File: src/rtl/core/spr_pkg.sv
// ----------------------------------------------------------------------------
// Servo pulse relay switch - shared definitions
// Register indexes, reset values, fixed constants and the structs passed
// between the configuration block, the datapath and the top level.
// ----------------------------------------------------------------------------
package spr_pkg;

    localparam int CFG_IDX_W  = 3;
    localparam int CFG_DATA_W = 12;

    localparam logic [CFG_IDX_W-1:0] CFG_INITIAL_MIDPOINT = 3'd0;
    localparam logic [CFG_IDX_W-1:0] CFG_INITIAL_RELAY    = 3'd1;
    localparam logic [CFG_IDX_W-1:0] CFG_PULSE_MAX        = 3'd2;
    localparam logic [CFG_IDX_W-1:0] CFG_PULSE_MIN        = 3'd3;
    localparam logic [CFG_IDX_W-1:0] CFG_HALF_BAND        = 3'd4;
    localparam logic [CFG_IDX_W-1:0] CFG_MIN_SETUP_SPAN   = 3'd5;
    localparam logic [CFG_IDX_W-1:0] CFG_LOW_TIMEOUT      = 3'd6;
    localparam logic [CFG_IDX_W-1:0] CFG_LED_DIVIDER      = 3'd7;

    localparam logic [7:0]  RST_INITIAL_MIDPOINT = 8'd94;
    localparam logic        RST_INITIAL_RELAY    = 1'b0;
    localparam logic [7:0]  RST_PULSE_MAX        = 8'd168;
    localparam logic [7:0]  RST_PULSE_MIN        = 8'd20;
    localparam logic [5:0]  RST_HALF_BAND        = 6'd2;
    localparam logic [6:0]  RST_MIN_SETUP_SPAN   = 7'd4;
    localparam logic [11:0] RST_LOW_TIMEOUT      = 12'd2500;
    localparam logic [7:0]  RST_LED_DIVIDER      = 8'd4;

    localparam logic [7:0] MID_DEFAULT    = 8'd94;
    localparam logic [2:0] DEBOUNCE_LIMIT = 3'd5;
    localparam logic [4:0] ERROR_HOLD     = 5'd20;
    localparam logic [4:0] LED_BEATS      = 5'd16;

    localparam logic ACT_PULSE = 1'b0;
    localparam logic ACT_TICK  = 1'b1;

    typedef struct packed {
        logic [7:0]  initial_midpoint;
        logic        initial_relay;
        logic [7:0]  pulse_max;
        logic [7:0]  pulse_min;
        logic [5:0]  half_band;
        logic [6:0]  min_setup_span;
        logic [11:0] low_timeout;
        logic [7:0]  led_divider;
    } cfg_t;

    typedef struct packed {
        logic       relay_on;
        logic       led_on;
        logic       relay_store;
        logic       midpoint_store;
        logic [7:0] midpoint_value;
        logic       no_signal;
        logic       setup_mode;
        logic       error_mode;
    } res_t;

endpackage

File: src/rtl/core/servo_pulse_relay_switch.sv
// ----------------------------------------------------------------------------
// Servo pulse relay switch - top level
// Input register, state update and result register for a servo-driven relay
// with hysteresis, setup learning, LED status pattern and low-line timeout.
//
//   channel  handshake            payload
//   in       in_valid / in_stall  action, pulse_width, setup_link
//   out      out_valid/ out_stall relay_on, led_on, relay_store, midpoint_store,
//                                 midpoint_value, no_signal, setup_mode, error_mode
//   cfg      cfg_we               cfg_index, cfg_data
//
// One beat per cycle sustained while out_stall is low; a result goes through the input
// register, then the result register, before it is valid at the output.
// The state update is one short combinational pass between the two registers.
// Reset clears the valid flags and the core state and loads the register defaults; no clearing pass.
// out_stall holds the result register and, once the input register is full,
// raises in_stall in the same cycle.
// ----------------------------------------------------------------------------
module servo_pulse_relay_switch (
    input  logic                           clk,
    input  logic                           rst_n,
    input  logic                           cfg_we,
    input  logic [spr_pkg::CFG_IDX_W-1:0]  cfg_index,
    input  logic [spr_pkg::CFG_DATA_W-1:0] cfg_data,
    input  logic                           in_valid,
    output logic                           in_stall,
    input  logic                           action,
    input  logic [7:0]                     pulse_width,
    input  logic                           setup_link,
    output logic                           out_valid,
    input  logic                           out_stall,
    output logic                           relay_on,
    output logic                           led_on,
    output logic                           relay_store,
    output logic                           midpoint_store,
    output logic [7:0]                     midpoint_value,
    output logic                           no_signal,
    output logic                           setup_mode,
    output logic                           error_mode
);
    import spr_pkg::*;

    cfg_t       cfg;
    res_t       res;
    res_t       res_reg;
    logic       out_valid_reg;
    logic       s1_valid_reg;
    logic       action_reg;
    logic [7:0] width_reg;
    logic       link_reg;
    logic       advance;
    logic       step;
    logic       take;

    assign advance  = !out_valid_reg || !out_stall;
    assign step     = s1_valid_reg && advance;
    assign in_stall = s1_valid_reg && !advance;
    assign take     = in_valid && !in_stall;

    spr_cfg u_cfg (
        .clk       (clk),
        .rst_n     (rst_n),
        .cfg_we    (cfg_we),
        .cfg_index (cfg_index),
        .cfg_data  (cfg_data),
        .cfg       (cfg)
    );

    spr_core u_core (
        .clk         (clk),
        .rst_n       (rst_n),
        .cfg         (cfg),
        .step        (step),
        .action      (action_reg),
        .pulse_width (width_reg),
        .setup_link  (link_reg),
        .res         (res)
    );

    always_ff @(posedge clk or negedge rst_n)
    begin
        if (!rst_n)
        begin
            s1_valid_reg  <= 1'b0;
            out_valid_reg <= 1'b0;
        end
        else
        begin
            if (take)
            begin
                s1_valid_reg <= 1'b1;
            end
            else if (step)
            begin
                s1_valid_reg <= 1'b0;
            end
            if (advance)
            begin
                out_valid_reg <= step;
            end
        end
    end

    always_ff @(posedge clk)
    begin
        if (take)
        begin
            action_reg <= action;
            width_reg  <= pulse_width;
            link_reg   <= setup_link;
        end
        if (step)
        begin
            res_reg <= res;
        end
    end

    assign out_valid      = out_valid_reg;
    assign relay_on       = res_reg.relay_on;
    assign led_on         = res_reg.led_on;
    assign relay_store    = res_reg.relay_store;
    assign midpoint_store = res_reg.midpoint_store;
    assign midpoint_value = res_reg.midpoint_value;
    assign no_signal      = res_reg.no_signal;
    assign setup_mode     = res_reg.setup_mode;
    assign error_mode     = res_reg.error_mode;

endmodule

File: src/rtl/core/spr_cfg.sv
// ----------------------------------------------------------------------------
// Servo pulse relay switch - configuration registers
// Write-only register file, indexed writes from the configuration port.
// ----------------------------------------------------------------------------
module spr_cfg (
    input  logic                           clk,
    input  logic                           rst_n,
    input  logic                           cfg_we,
    input  logic [spr_pkg::CFG_IDX_W-1:0]  cfg_index,
    input  logic [spr_pkg::CFG_DATA_W-1:0] cfg_data,
    output spr_pkg::cfg_t                  cfg
);
    import spr_pkg::*;

    cfg_t cfg_reg;

    always_ff @(posedge clk or negedge rst_n)
    begin
        if (!rst_n)
        begin
            cfg_reg.initial_midpoint <= RST_INITIAL_MIDPOINT;
            cfg_reg.initial_relay    <= RST_INITIAL_RELAY;
            cfg_reg.pulse_max        <= RST_PULSE_MAX;
            cfg_reg.pulse_min        <= RST_PULSE_MIN;
            cfg_reg.half_band        <= RST_HALF_BAND;
            cfg_reg.min_setup_span   <= RST_MIN_SETUP_SPAN;
            cfg_reg.low_timeout      <= RST_LOW_TIMEOUT;
            cfg_reg.led_divider      <= RST_LED_DIVIDER;
        end
        else if (cfg_we)
        begin
            unique case (cfg_index)
                CFG_INITIAL_MIDPOINT: cfg_reg.initial_midpoint <= cfg_data[7:0];
                CFG_INITIAL_RELAY:    cfg_reg.initial_relay    <= cfg_data[0];
                CFG_PULSE_MAX:        cfg_reg.pulse_max        <= cfg_data[7:0];
                CFG_PULSE_MIN:        cfg_reg.pulse_min        <= cfg_data[7:0];
                CFG_HALF_BAND:        cfg_reg.half_band        <= cfg_data[5:0];
                CFG_MIN_SETUP_SPAN:   cfg_reg.min_setup_span   <= cfg_data[6:0];
                CFG_LOW_TIMEOUT:      cfg_reg.low_timeout      <= cfg_data[11:0];
                CFG_LED_DIVIDER:      cfg_reg.led_divider      <= cfg_data[7:0];
                default:              cfg_reg <= cfg_reg;
            endcase
        end
    end

    assign cfg = cfg_reg;

endmodule

File: src/rtl/core/spr_core.sv
// ----------------------------------------------------------------------------
// Servo pulse relay switch - state update
// Holds the switch state and works out one beat's result and next state:
// start-up load, hysteresis compare, setup learning, LED pattern, low timeout.
// ----------------------------------------------------------------------------
module spr_core (
    input  logic          clk,
    input  logic          rst_n,
    input  spr_pkg::cfg_t cfg,
    input  logic          step,
    input  logic          action,
    input  logic [7:0]    pulse_width,
    input  logic          setup_link,
    output spr_pkg::res_t res
);
    import spr_pkg::*;

    logic       started_reg,    started_next;
    logic       relay_reg,      relay_next;
    logic [7:0] midpoint_reg,   midpoint_next;
    logic [7:0] saved_reg,      saved_next;
    logic       setup_reg,      setup_next;
    logic [2:0] debounce_reg,   debounce_next;
    logic       error_reg,      error_next;
    logic [4:0] countdown_reg,  countdown_next;
    logic [7:0] led_tick_reg,   led_tick_next;
    logic [4:0] led_beat_reg,   led_beat_next;
    logic       led_level_reg,  led_level_next;
    logic       nosig_reg,      nosig_next;
    logic [11:0] low_count_reg, low_count_next;

    logic        mid_bad;
    logic [7:0]  mid0;
    logic        relay0;
    logic        pulse_item;
    logic        over_max;
    logic [7:0]  thr;
    logic        want;
    logic [12:0] low_inc;
    logic        timeout_hit;
    logic        led_go;
    logic        led_nosig;
    logic [7:0]  tick_inc;
    logic [4:0]  beat_inc;
    logic        busy;
    logic        setup_go;
    logic signed [7:0] diff;
    logic [7:0]  mag_full;
    logic [6:0]  mag;
    logic        learn;
    logic        rstore;

    assign mid_bad    = (cfg.initial_midpoint >= cfg.pulse_max) ||
                        (cfg.initial_midpoint <= cfg.pulse_min);
    assign mid0       = started_reg ? midpoint_reg
                                    : (mid_bad ? MID_DEFAULT : cfg.initial_midpoint);
    assign relay0     = started_reg ? relay_reg : cfg.initial_relay;
    assign pulse_item = (action == ACT_PULSE);
    assign over_max   = pulse_width > cfg.pulse_max;
    assign thr        = relay0 ? (mid0 - {2'b00, cfg.half_band})
                               : (mid0 + {2'b00, cfg.half_band});
    assign want       = pulse_width > thr;
    assign low_inc    = {1'b0, low_count_reg} + 13'd1;
    assign timeout_hit = (action == ACT_TICK) && (low_inc > {1'b0, cfg.low_timeout});
    assign led_go     = pulse_item || timeout_hit;
    assign led_nosig  = !pulse_item || over_max;
    assign tick_inc   = led_tick_reg + 8'd1;
    assign beat_inc   = led_beat_reg + 5'd1;
    assign busy       = setup_reg | error_reg;
    assign setup_go   = pulse_item && !over_max;
    assign diff       = $signed({1'b0, pulse_width[7:1]}) - $signed({1'b0, saved_reg[7:1]});
    assign mag_full   = diff[7] ? (8'd0 - diff) : diff;
    assign mag        = mag_full[6:0];
    assign learn      = setup_go && !setup_link && setup_reg && (mag > cfg.min_setup_span);
    assign rstore     = setup_go && (want != relay0);

    always_comb
    begin
        started_next   = 1'b1;
        relay_next     = setup_go ? want : relay0;
        midpoint_next  = learn ? (saved_reg + diff) : mid0;
        saved_next     = saved_reg;
        setup_next     = setup_reg;
        debounce_next  = debounce_reg;
        error_next     = error_reg;
        countdown_next = countdown_reg;
        led_tick_next  = led_tick_reg;
        led_beat_next  = led_beat_reg;
        led_level_next = led_level_reg;
        nosig_next     = nosig_reg;
        low_count_next = low_count_reg;

        // low line counter
        if (pulse_item)
        begin
            low_count_next = '0;
        end
        else if (timeout_hit)
        begin
            low_count_next = '0;
        end
        else
        begin
            low_count_next = low_inc[11:0];
        end

        // LED pattern; uses setup/error flags from before this beat
        if (led_go)
        begin
            nosig_next = led_nosig;
            if (tick_inc <= cfg.led_divider)
            begin
                led_tick_next = tick_inc;
            end
            else
            begin
                led_tick_next = '0;
                led_beat_next = beat_inc;
                case (beat_inc) inside
                    5'd1:           led_level_next = 1'b1;
                    [5'd2:5'd3]:    led_level_next = busy;
                    5'd4:           led_level_next = relay_next | busy;
                    [5'd5:5'd9]:    led_level_next = busy;
                    [5'd10:5'd13]:  led_level_next = led_nosig | error_reg;
                    [5'd14:5'd15]:  led_level_next = error_reg;
                    LED_BEATS:
                    begin
                        led_level_next = 1'b0;
                        led_beat_next  = '0;
                    end
                    default:        led_level_next = led_level_reg;
                endcase
            end
        end

        // setup link handling
        if (setup_go)
        begin
            if (countdown_reg != '0)
            begin
                countdown_next = countdown_reg - 5'd1;
            end
            else
            begin
                error_next = 1'b0;
            end
            if (setup_link)
            begin
                if (debounce_reg < DEBOUNCE_LIMIT)
                begin
                    debounce_next = debounce_reg + 3'd1;
                end
                else if (!setup_reg)
                begin
                    saved_next = pulse_width;
                    setup_next = 1'b1;
                end
            end
            else
            begin
                if (setup_reg && !learn)
                begin
                    countdown_next = ERROR_HOLD;
                    error_next     = 1'b1;
                end
                setup_next    = 1'b0;
                debounce_next = '0;
            end
        end
    end

    always_ff @(posedge clk or negedge rst_n)
    begin
        if (!rst_n)
        begin
            started_reg   <= 1'b0;
            relay_reg     <= 1'b0;
            midpoint_reg  <= '0;
            saved_reg     <= '0;
            setup_reg     <= 1'b0;
            debounce_reg  <= '0;
            error_reg     <= 1'b0;
            countdown_reg <= '0;
            led_tick_reg  <= '0;
            led_beat_reg  <= '0;
            led_level_reg <= 1'b0;
            nosig_reg     <= 1'b0;
            low_count_reg <= '0;
        end
        else if (step)
        begin
            started_reg   <= started_next;
            relay_reg     <= relay_next;
            midpoint_reg  <= midpoint_next;
            saved_reg     <= saved_next;
            setup_reg     <= setup_next;
            debounce_reg  <= debounce_next;
            error_reg     <= error_next;
            countdown_reg <= countdown_next;
            led_tick_reg  <= led_tick_next;
            led_beat_reg  <= led_beat_next;
            led_level_reg <= led_level_next;
            nosig_reg     <= nosig_next;
            low_count_reg <= low_count_next;
        end
    end

    always_comb
    begin
        res.relay_on       = relay_next;
        res.led_on         = led_level_next;
        res.relay_store    = rstore;
        res.midpoint_store = (!started_reg && mid_bad) || learn;
        res.midpoint_value = midpoint_next;
        res.no_signal      = nosig_next;
        res.setup_mode     = setup_next;
        res.error_mode     = error_next;
    end

endmodule
File: config.mk
export PLATFORM = sky130hd
export DESIGN_NAME = servo_pulse_relay_switch
export DESIGN_NICKNAME = d
export VERILOG_FILES = /design/src/rtl/core/spr_pkg.sv /design/src/rtl/core/servo_pulse_relay_switch.sv /design/src/rtl/core/spr_cfg.sv /design/src/rtl/core/spr_core.sv
export SDC_FILE = /design/constraint.sdc
export NUM_CORES = 1
export LEC_CHECK = 0
export BUFFER_PORTS_ARGS = -buffer_cell sky130_fd_sc_hd__buf_2
export CAP_MARGIN = 20
export CORE_ASPECT_RATIO = 0.8
export CORE_MARGIN = 3
export CORE_UTILIZATION = 45
export CTS_CLUSTER_DIAMETER = 150
export DETAILED_ROUTE_END_ITERATION = 8
export RECOVER_POWER = 25
export SLEW_MARGIN = 20
export SYNTH_ARGS = -nofsm -noshare
export SYNTH_HDL_FRONTEND = slang
export SYNTH_HIERARCHICAL = 1
export SYNTH_SLANG_ARGS = --single-unit
File: constraint.sdc
create_clock -name clk -period 5 [get_ports clk]
set_input_delay 0.5 -clock clk [delete_from_list [all_inputs] [get_ports clk]]
set_output_delay 0.5 -clock clk [all_outputs]
set_load 0.01 [all_outputs]
==> results_dict.tcl, run 1 <==
set metrics [dict create \
    outcome "finished with violations" \
    violations "max-capacitance violations, max-slew violations" \
    synthSimpleGateAreaFrac 0.124 \
    report.final.slew_viol_count 72 \
    synth_area_um2 8910 \
    die-width_um 163 \
    insertion_delay_ps 420 \
    maxCapViolations 1 \
    critPathBufInv 2 \
    hp-class "in -> reg" \
    crit_cells 23 \
    fin_skew_ps 12.0 \
    grt.total_usage 0.191 \
    synth_compound_area_frac 0.129 \
    ys_seq_area_frac 0.410 \
    syn_area_per_cell_um2 10.4 \
    cts_made_buffers 17 \
    vias 6416 \
    dr.pass1.iters 6 \
    synthMuxAreaShare 0.0989 \
    ys_seq_elements 140 \
    grt_antenna_before_repair 0 \
    antenna_cells_inserted 0 \
    setup_tns_ps 0 \
    cts_root_buffer "clkbuf_16" \
    ant_nets 0 \
    die_area_um2 21500 \
    ff2ff_path_depth 23 \
    synth_xor_area_frac 0.0521 \
    num_io_pins 47 \
    gp_congestion 0.883 \
    rsz0062_at_grt "yes" \
    synth_top_area_cell "dfrtp_1" \
    htree_levels 4 \
    finish.utilization 0.534 \
    clk_pin_slew_ps 60 \
    drt-initial-drc-count 466 \
    cts_tree "yes" \
    synth_top_family_by_area "adder cells" \
    crit_path_start_kind "flop" \
    drt-total-wl_um 20200 \
    p_total_mw 5.61 \
    critical_path.max_stage_delay_ps 530 \
    critical_path.top_delay_family "compound AO/OA/AOI/OAI gates" \
    start_util 0.464 \
    yosysWarnings 6 \
    fmax_ghz 0.208 \
    cpMostUsedCell "a21oi_2" \
    cts_buffer_depth 2 \
    peakVddDrop_uv 269 \
    grt_pass1_vias 6023 \
    netlist_top_cells_area "dfrtp_1 27%, ha_1 13%, mux2_2 9.1%, edfxtp_1 8.4%, dfstp_2 5.3%" \
    fin_crit_sh 0.961 \
    power.density_nw_per_um2 548 \
    grt-ovfl-total 0 \
    largest_register_ffs 58 \
    wl_per_cell_um 16.9 \
    fin_cells 1192 \
    syn_nets 981 \
    grt_pass1_wl_um 32500 \
    whs_ps 249 \
    async_reset_ff_frac 0.821 \
    die_y_um 132 \
    crit_start "u_cfg/cfg[46]$_DFFE_PN1P_" \
    drc_errors 0 \
    required_ps 5170 \
    numPlacedInstances 1158 \
    synthCells 857 \
    crit-reg2reg-launch "u_cfg/cfg[46]$_DFFE_PN1P_" \
    cp_cell_sequence "inv_2 -> ha_4 -> a21o_1 -> a21o_1 -> a211oi_2 -> o211ai_1 -> buf_4 -> o31a_1 -> ha_1 -> o21ai_2 -> a21oi_2 -> o21ai_1 -> nand2b_1 -> a21oi_2 -> xnor2_1 -> ha_1 -> a21oi_2 -> o21ai_1 -> o22ai_2 -> mux2i_2 -> o41ai_2 -> a22oi_1 -> mux2_4" \
    p_leak_nw 4.72 \
    core_area_um2 19200 \
    synthAdderAreaFrac 0.135 \
    std_cell_rows 45 \
    slew_headroom -1.71 \
    timing_worst_slew_pin_value_ps 4070 \
    holdBufCountCts 0 \
    grt_max_degree 72 \
    cpMaxStageDelayCell "dfstp_2" \
    period_needed_ps 4810 \
    synth_edf_count 25 \
    area_delta_synth_final_pct 15.1 \
    clkSinkCount 140 \
    holdPathStages 1 \
    finalNetCount 1046 \
    synth_top_area_frac 0.273 \
    drive_gt1_frac 0.251 \
    hold_viol_final 0 \
    worstPathMaxFanout 6 \
    hp-start "pulse_width[7]" \
    numPortBuffers 46 \
    dp_hpwl_um 14800 \
    end_kind "flop" \
    path_class "reg -> reg" \
    synth_ff_type "dfrtp_1" \
    synthDistinctLibCells 67 \
    via_per_inst 5.38 \
    setup-violations-final 0 \
    cp.arrival_ps 4980 \
]
-- synth_stat cells (13+ instances only) --
cell type / instances
nand2b_1: 21
a21oi_1: 33
nand4_1: 13
nand2_1: 51
nor2b_1: 13
xor2_1: 20
nand3_1: 25
ha_1: 91
o21ai_0: 44
dfstp_2: 18
a21o_1: 19
edfxtp_1: 25
inv_1: 79
dfrtp_1: 97
nor2_1: 34
mux2_2: 72
xnor2_1: 33
-- cells by family after synthesis --
logic type | count (synthesis)
simple gates | 206
compound gates | 175
flops | 140
buf+inv | 111
fa+ha+maj | 94
mux | 78
xor+xnor | 53
-- power by group --
part	leakage, nW	switching (mW)	total [mW]	internal [mW]
Clock	0.308	0.508	1.32	0.810
Sequential	1.61	0.232	1.70	1.47
Combinational	2.81	1.34	2.60	1.25
Total	4.72	2.08	5.61	3.53
-- stage by stage --
step,setup slack (ps),cell area (um^2)
2_1_floorplan,6.11,8910
3_3_place_gp,10.5,9520
3_5_place_dp,-71.2,9520
4_1_cts,39.2,10100
5_1_grt,-119,10300
6_report,193,10300
-- layout make-up --
cell class | instances | area [um^2]
fillers | 1761 | 8950
clock buffers | 20 | 489
multi-input cells | 606 | 4900
inverters | 80 | 300
flip-flops and latches | 140 | 3650
well taps | 258 | 323
repair buffers | 77 | 462
clock inverters | 11 | 128
-- path summary, 6_finish.rpt --
check	endpoint	slack [ps]
min in group asynchronous	u_core/led_beat_reg[3]$_DFFE_PN0P_	1520
min	width_reg[7]$_DFFE_PP_	250
min reg2reg	out_valid$_DFFE_PN0P_	490
max	led_on$_DFFE_PP_	190
max in group asynchronous	u_core/midpoint_reg[3]$_DFFE_PN0P_	1230
max reg2reg	led_on$_DFFE_PP_	190
-- placed cells by master (no fill, tap or decap), drive strengths merged, types with 4 or more instances in the layout --
cell type	instances
nor3	8
a21oi	33
a211oi	5
o31ai	14
mux2i	4
or2	4
clkinv	4
ha	91
nand2b	21
a21o	20
clkbuf	21
o31a	7
edfxtp	25
xnor2	33
dfstp	18
and2	7
xor2	20
o2bb2ai	4
o211ai	7
mux2	74
nor2	34
or3	5
and3	8
inv	85
a22oi	4
nand2	52
buf	76
nand4	13
o21bai	6
nand3	26
o21ai	56
dfrtp	97
nor2b	13
-- what timing repair did --
| item | CTS | global route |
|---|---|---|
| setup endpoints to repair | 2 | 2 |
| cloned | 0 | 0 |
| buffers inserted | 0 | 3 |
| resized for setup | 3 | 23 |
| pin swaps | 3 | 19 |
-- routing by layer --
metal / global-route usage / part of all wire
met5: 0 / 0
met4: 0.0460 / 0.011
met3: 0.0374 / 0.035
met2: 0.259 / 0.40
met1: 0.310 / 0.55
No activity file was read; power rests on OpenSTA's default activity.
==> inputs of run 2 (changes only) <==
==> constraint.sdc (replaced) <==
create_clock -name clk -period 5 [get_ports clk]
set_input_delay 1.5 -clock clk [delete_from_list [all_inputs] [get_ports clk]]
set_output_delay 1.5 -clock clk [all_outputs]
set_load 0.01 [all_outputs]
==> run 2 against run 1 <==
Net effect: core utilization down 0.23 points; flip-flop and latch count unchanged; critical endpoint unchanged; sequential share of layout area up 0.15 points; routed wire length up 0.96%; the run still ends with max-capacitance violations, max-slew violations left; clock skew down 5.1 ps.
==> results_dict.tcl, run 2 (synthesized netlist as in run 1, its figures left out) <==
set metrics [dict create \
    gp_congestion 0.912 \
    cp.arrival_ps 5020 \
    grt-ovfl-total 0 \
    switching_share 0.379 \
    clk_pin_slew_ps 60 \
    fin_skew_ps 6.93 \
    clkSinkCount 140 \
    p_clk_frac 0.220 \
    fmax_ghz 0.206 \
    htree_levels 4 \
    register_area_um2 3650 \
    report.final.slew_viol_count 70 \
    dp_hpwl_um 15000 \
    p_total_mw 5.51 \
    die-width_um 163 \
    largest_register_ffs 58 \
    critPathBufInv 1 \
    end_kind "flop" \
    rsz0062_at_grt "yes" \
    crit_path_start_kind "flop" \
    hp-start "u_core/countdown_reg[4]$_DFFE_PN0P_" \
    area_delta_synth_final_pct 14.6 \
    critical_path.max_stage_delay_ps 530 \
    core_area_um2 19200 \
    peakVddDrop_uv 246 \
    cts_buffer_depth 2 \
    ff2ff_path_depth 24 \
    worst-r2r-setup-slack_ps 150 \
    violations "max-capacitance violations, max-slew violations" \
    layout_common_cells "97 x dfrtp_1, 86 x ha_1, 77 x inv_1" \
    cts_tree "yes" \
    grt_pass1_wl_um 32900 \
    crit-reg2reg-launch "u_cfg/cfg[35]$_DFFE_PN1P_" \
    vias 6424 \
    cts_root_buffer "clkbuf_16" \
    fillers 1712 \
    die_y_um 132 \
    grt.total_usage 0.194 \
    crit_start "u_cfg/cfg[35]$_DFFE_PN1P_" \
    layout_commonest_cell "dfrtp_1" \
    slew_headroom -0.205 \
    grt_pass1_vias 6005 \
    drc_errors 0 \
    finalNetCount 1047 \
    hp-class "reg -> reg" \
    outcome "finished with violations" \
    start_util 0.464 \
    antenna_cells_inserted 0 \
    timing_worst_slew_pin_value_ps 1810 \
    cpMaxStageDelayCell "dfstp_2" \
    hold_viol_final 0 \
    ant_nets 0 \
    rr_endpoint "led_on$_DFFE_PP_" \
    maxCapViolations 1 \
    die_area_um2 21500 \
    cp_cell_sequence "inv_1 -> ha_4 -> nand3_2 -> a21oi_2 -> a211oi_1 -> o21ai_1 -> o211ai_1 -> o31a_1 -> ha_1 -> nor2b_1 -> o21ai_2 -> a21oi_2 -> o21ai_1 -> nand2b_1 -> a21oi_2 -> xnor2_1 -> ha_1 -> a21oi_1 -> o21ai_1 -> o22ai_2 -> mux2i_2 -> o41ai_2 -> a22oi_1 -> mux2_4" \
    path_class "reg -> reg" \
    cts_made_buffers 17 \
    wl_per_cell_um 17.1 \
    drive_gt1_frac 0.251 \
    p_int_mw 3.42 \
    whs_ps 480 \
    via_per_inst 5.38 \
    multiInputGateArea_um2 4910 \
    p_leak_nw 4.69 \
    grt_max_degree 70 \
    hold_path_end "u_core/countdown_reg[4]$_DFFE_PN0P_" \
    drt-total-wl_um 20400 \
    fin_crit_sh 0.970 \
    num_io_pins 47 \
    grt_antenna_before_repair 0 \
    setup-violations-final 0 \
    insertion_delay_ps 420 \
    power.density_nw_per_um2 540 \
    drt-initial-drc-count 577 \
    required_ps 5180 \
    numPortBuffers 46 \
    period_needed_ps 4850 \
    dr.pass1.iters 5 \
    std_cell_rows 45 \
    worstPathMaxFanout 4 \
    holdPathStages 2 \
    p_sw_mw 2.09 \
    critical_path.top_delay_family "compound AO/OA/AOI/OAI gates" \
    comb_power_share 0.471 \
    seqPwrFrac 0.308 \
]
## run 2: cell count changes in the layout (fill, tap and decap cells not counted), sizes merged
cell,change
clkinv,-2
clkinvlp,+2
bufinv,-1
clkbuf,+1
inv,+2
## run 2: power groups by stage
stage	Clock (mW)	Combinational [mW]	Sequential, mW
after global placement	0	2.40	1.70
final	1.22	2.60	1.70
after global routing	1.30	2.91	1.74
after detailed placement	0	2.43	1.71
after CTS	1.25	2.47	1.70
after floorplan	0	1.81	1.65
## run 2: timing repair
action / 4_1_cts / 5_1_grt
setup buffers: 0 / 1
hold buffers: 0 / 0
endpoints found under the setup margin: 2 / 2
resized for setup: 3 / 23
pin swaps: 5 / 24
hold endpoints to repair: 0 / 0
## run 2: tightest hold or removal path: stages (launching register included)
cell and delay, ps:
dfrtp_1 330, o31ai_1 70, nand2_1 50
## run 2: per-layer routing
metal,GRT usage,routed length [um]
met5,0,0
met4,0.0395,153
met3,0.0355,818
met2,0.260,8260
met1,0.320,11100
## run 2: worst max path at each step
| stage | end | slack [ps] | depth (start not counted) |
|---|---|---|---|
| 2_1_floorplan | led_on$_DFFE_PP_ | 6 | 24 |
| 3_3_place_gp | led_on$_DFFE_PP_ | 9 | 23 |
| 3_5_place_dp | led_on$_DFFE_PP_ | -140 | 23 |
| 4_1_cts | led_on$_DFFE_PP_ | 10 | 23 |
| 5_1_grt | led_on$_DFFE_PP_ | -100 | 24 |
| 6_report | led_on$_DFFE_PP_ | 150 | 24 |
## run 2: stage by stage
stage	utilization	instances	worst slack [ps]	cell area (um^2)	TNS, ps
5_1_grt	0.532	1194	-98.5	10200	-98.5
3_5_place_dp	0.497	1161	-136	9540	-139
3_3_place_gp	0.497	1161	9.47	9540	0
4_1_cts	0.527	1193	9.82	10100	0
6_report	0.532	1194	152	10200	0
2_1_floorplan	-	857	6.11	8910	0
## run 2: final cells by class
class                   count  share of cell area
clock buffers              20              0.0438
flip-flops and latches    140               0.358
multi-input cells         606               0.481
clock inverters            12              0.0108
well taps                 258              0.0316
inverters                  80              0.0294
repair buffers             78              0.0460
==> inputs of run 3 (changes only) <==
--- a/config.mk
+++ b/config.mk
@@ -12,6 +12,7 @@
 export CORE_UTILIZATION = 45
 export CTS_CLUSTER_DIAMETER = 150
 export DETAILED_ROUTE_END_ITERATION = 8
+export GPL_TIMING_DRIVEN = 0
 export RECOVER_POWER = 25
 export SLEW_MARGIN = 20
 export SYNTH_ARGS = -nofsm -noshare
==> constraint.sdc (replaced) <==
create_clock -name clk -period 5 [get_ports clk]
set_input_delay 1.5 -clock clk [delete_from_list [all_inputs] [get_ports clk]]
set_output_delay 1.5 -clock clk [all_outputs]
set_load 0.02 [all_outputs]
==> run 3 against run 2 <==
Net effect: the run still ends with max-capacitance violations, max-slew violations left; final area rose by 1.5%; sequential share of layout area down 0.51 points; clock skew increased by 1.1 ps; register-to-register slack got worse by 50 ps; power is 4.9% higher; count of clock-buffer cells in the layout rose by 6; combinational power increased by 3%.
==> results_dict.tcl, run 3 (synthesized netlist as in run 1, its figures left out) <==
set metrics [dict create \
    p_clk_frac 0.242 \
    die_y_um 132 \
    fin_area_um2 10400 \
    dr.pass1.iters 5 \
    outcome "finished with violations" \
    layout_commonest_cell "dfrtp_1" \
    layout_common_cells "97 x dfrtp_1, 86 x ha_1, 77 x inv_1" \
    grt_max_degree 63 \
    seqPwrFrac 0.293 \
    critical_path.max_stage_delay_ps 540 \
    switching_share 0.369 \
    maxCapViolations 1 \
    wl_per_cell_um 17.1 \
    p_sw_mw 2.13 \
    num_io_pins 47 \
    setup-violations-final 0 \
    start_util 0.464 \
    fin_crit_sh 0.980 \
    comb_power_share 0.465 \
    ant_nets 0 \
    htree_levels 4 \
    hp-class "reg -> reg" \
    cts_tree "yes" \
    hold_viol_final 0 \
    timing_worst_slew_pin_value_ps 2950 \
    dp_hpwl_um 15000 \
    grt-ovfl-total 0 \
    holdBufCountCts 0 \
    antenna_cells_inserted 0 \
    end_kind "flop" \
    cpMaxStageDelayCell "dfstp_2" \
    worstPathMaxFanout 4 \
    p_int_mw 3.65 \
    die-width_um 163 \
    fin_skew_ps 8.00 \
    cts_root_buffer "clkbuf_16" \
    required_ps 5170 \
    clkSinkCount 140 \
    finish.utilization 0.539 \
    fmax_ghz 0.204 \
    crit_path_start_kind "flop" \
    period_needed_ps 4900 \
    cp_cell_sequence "inv_2 -> ha_4 -> a21o_1 -> a21o_1 -> a211oi_2 -> o211ai_1 -> buf_4 -> o31a_1 -> ha_1 -> nor2b_1 -> o21ai_2 -> a21oi_1 -> o21ai_1 -> nand2b_1 -> a21oi_2 -> xnor2_1 -> ha_1 -> a21oi_1 -> o21ai_1 -> o22ai_2 -> mux2i_4 -> o41ai_2 -> a22oi_2 -> mux2_4" \
    slew_headroom -0.967 \
    grt.total_usage 0.195 \
    grt_pass1_wl_um 32900 \
    violations "max-capacitance violations, max-slew violations" \
    std_cell_rows 45 \
    vias 6507 \
    insertion_delay_ps 420 \
    path_class "reg -> reg" \
    largest_register_ffs 58 \
    via_per_inst 5.41 \
    cp.arrival_ps 5070 \
    p_leak_nw 4.74 \
    grt_pass1_vias 6031 \
    setup_tns_ps 0 \
    core_area_um2 19200 \
    dpl_cell_area_um2 9490 \
    p_total_mw 5.78 \
    numPortBuffers 42 \
    area_delta_synth_final_pct 16.3 \
    drc_errors 0 \
    finalNetCount 1056 \
    drt-initial-drc-count 449 \
    drt-total-wl_um 20500 \
    report.final.slew_viol_count 63 \
    peakVddDrop_uv 254 \
    grt_antenna_before_repair 0 \
    cts_buffer_depth 2 \
    rsz0062_at_grt "yes" \
    whs_ps 485 \
    die_area_um2 21500 \
    gp_congestion 0.859 \
    drive_gt1_frac 0.247 \
    clk_pin_slew_ps 60 \
    power.density_nw_per_um2 558 \
    fillers 1735 \
    cts_made_buffers 17 \
]
run 3: cell types whose count changed in the layout (fill, tap and decap cells not counted), sizes merged:
cell	before	now
inv	87	80
bufinv	1	2
buf	76	73
clkbuf	22	39
dlygate4sd2	0	1
run 3: worst max-delay path, delay by kind of cell, from the launching register on:
family	cells	cell delay (ps)
compound gates	14	2330
flops	1	540
simple gates	2	220
buf+inv	2	230
fa+ha+maj	3	770
xor+xnor	1	140
mux	2	410
run 3: stage by stage:
step / cells / worst slack, ps
after floorplan: 857 / 6.11
after CTS: 1202 / 27.3
after global placement: 1157 / -833
after detailed placement: 1159 / -895
after global routing: 1203 / -106
final: 1203 / 98.7
run 3: power by group through the flow:
| stage | combinational (mW) | clock, mW | sequential [mW] |
|---|---|---|---|
| CTS | 2.61 | 1.42 | 1.69 |
| finish | 2.69 | 1.40 | 1.70 |
| global placement | 2.30 | 0 | 1.70 |
| floorplan | 1.81 | 0 | 1.67 |
| detailed placement | 2.35 | 0 | 1.70 |
| global route | 3.02 | 1.47 | 1.73 |
run 3: timing repair:
action,4_1_cts,5_1_grt
setup buffers,13,1
pin swaps,17,3
gates resized for setup,22,7
endpoints found under the hold margin,0,0
setup endpoints to repair,5,17
run 3: area by class of cell:
cell class	instances	area [um^2]	area share
multi-input combinational	606	4920	0.475
sequential	140	3650	0.353
clock buffer	26	584	0.0564
timing repair buffer	57	329	0.0318
tap	258	323	0.0312
inverter	80	300	0.0290
buffer	30	158	0.0152
clock inverter	6	88.8	0.00858
run 3: metal layers:
metal / vias to the layer above / wire length (um) / global-route usage
met4: 0 / 189 / 0.0437
li1: 3197 / - / -
met5: - / 0 / 0
met2: 154 / 8400 / 0.269
met1: 3139 / 10800 / 0.310
met3: 17 / 1200 / 0.0446
run 3: final timing paths:
check                      slack [ps]  cells past startpoint                                  to                      start
max reg2reg                       100                     24                    led_on$_DFFE_PP_  u_cfg/cfg[46]$_DFFE_PN1P_
max                               100                     24                    led_on$_DFFE_PP_  u_cfg/cfg[46]$_DFFE_PN1P_
min in group asynchronous        2200                      1  u_core/led_beat_reg[4]$_DFFE_PN0P_                      rst_n
min                               480                      1               out_valid$_DFFE_PN0P_   s1_valid_reg$_DFFE_PN0P_
min reg2reg                       480                      1               out_valid$_DFFE_PN0P_   s1_valid_reg$_DFFE_PN0P_
max in group asynchronous         650                      2           u_cfg/cfg[42]$_DFFE_PN0P_                      rst_n
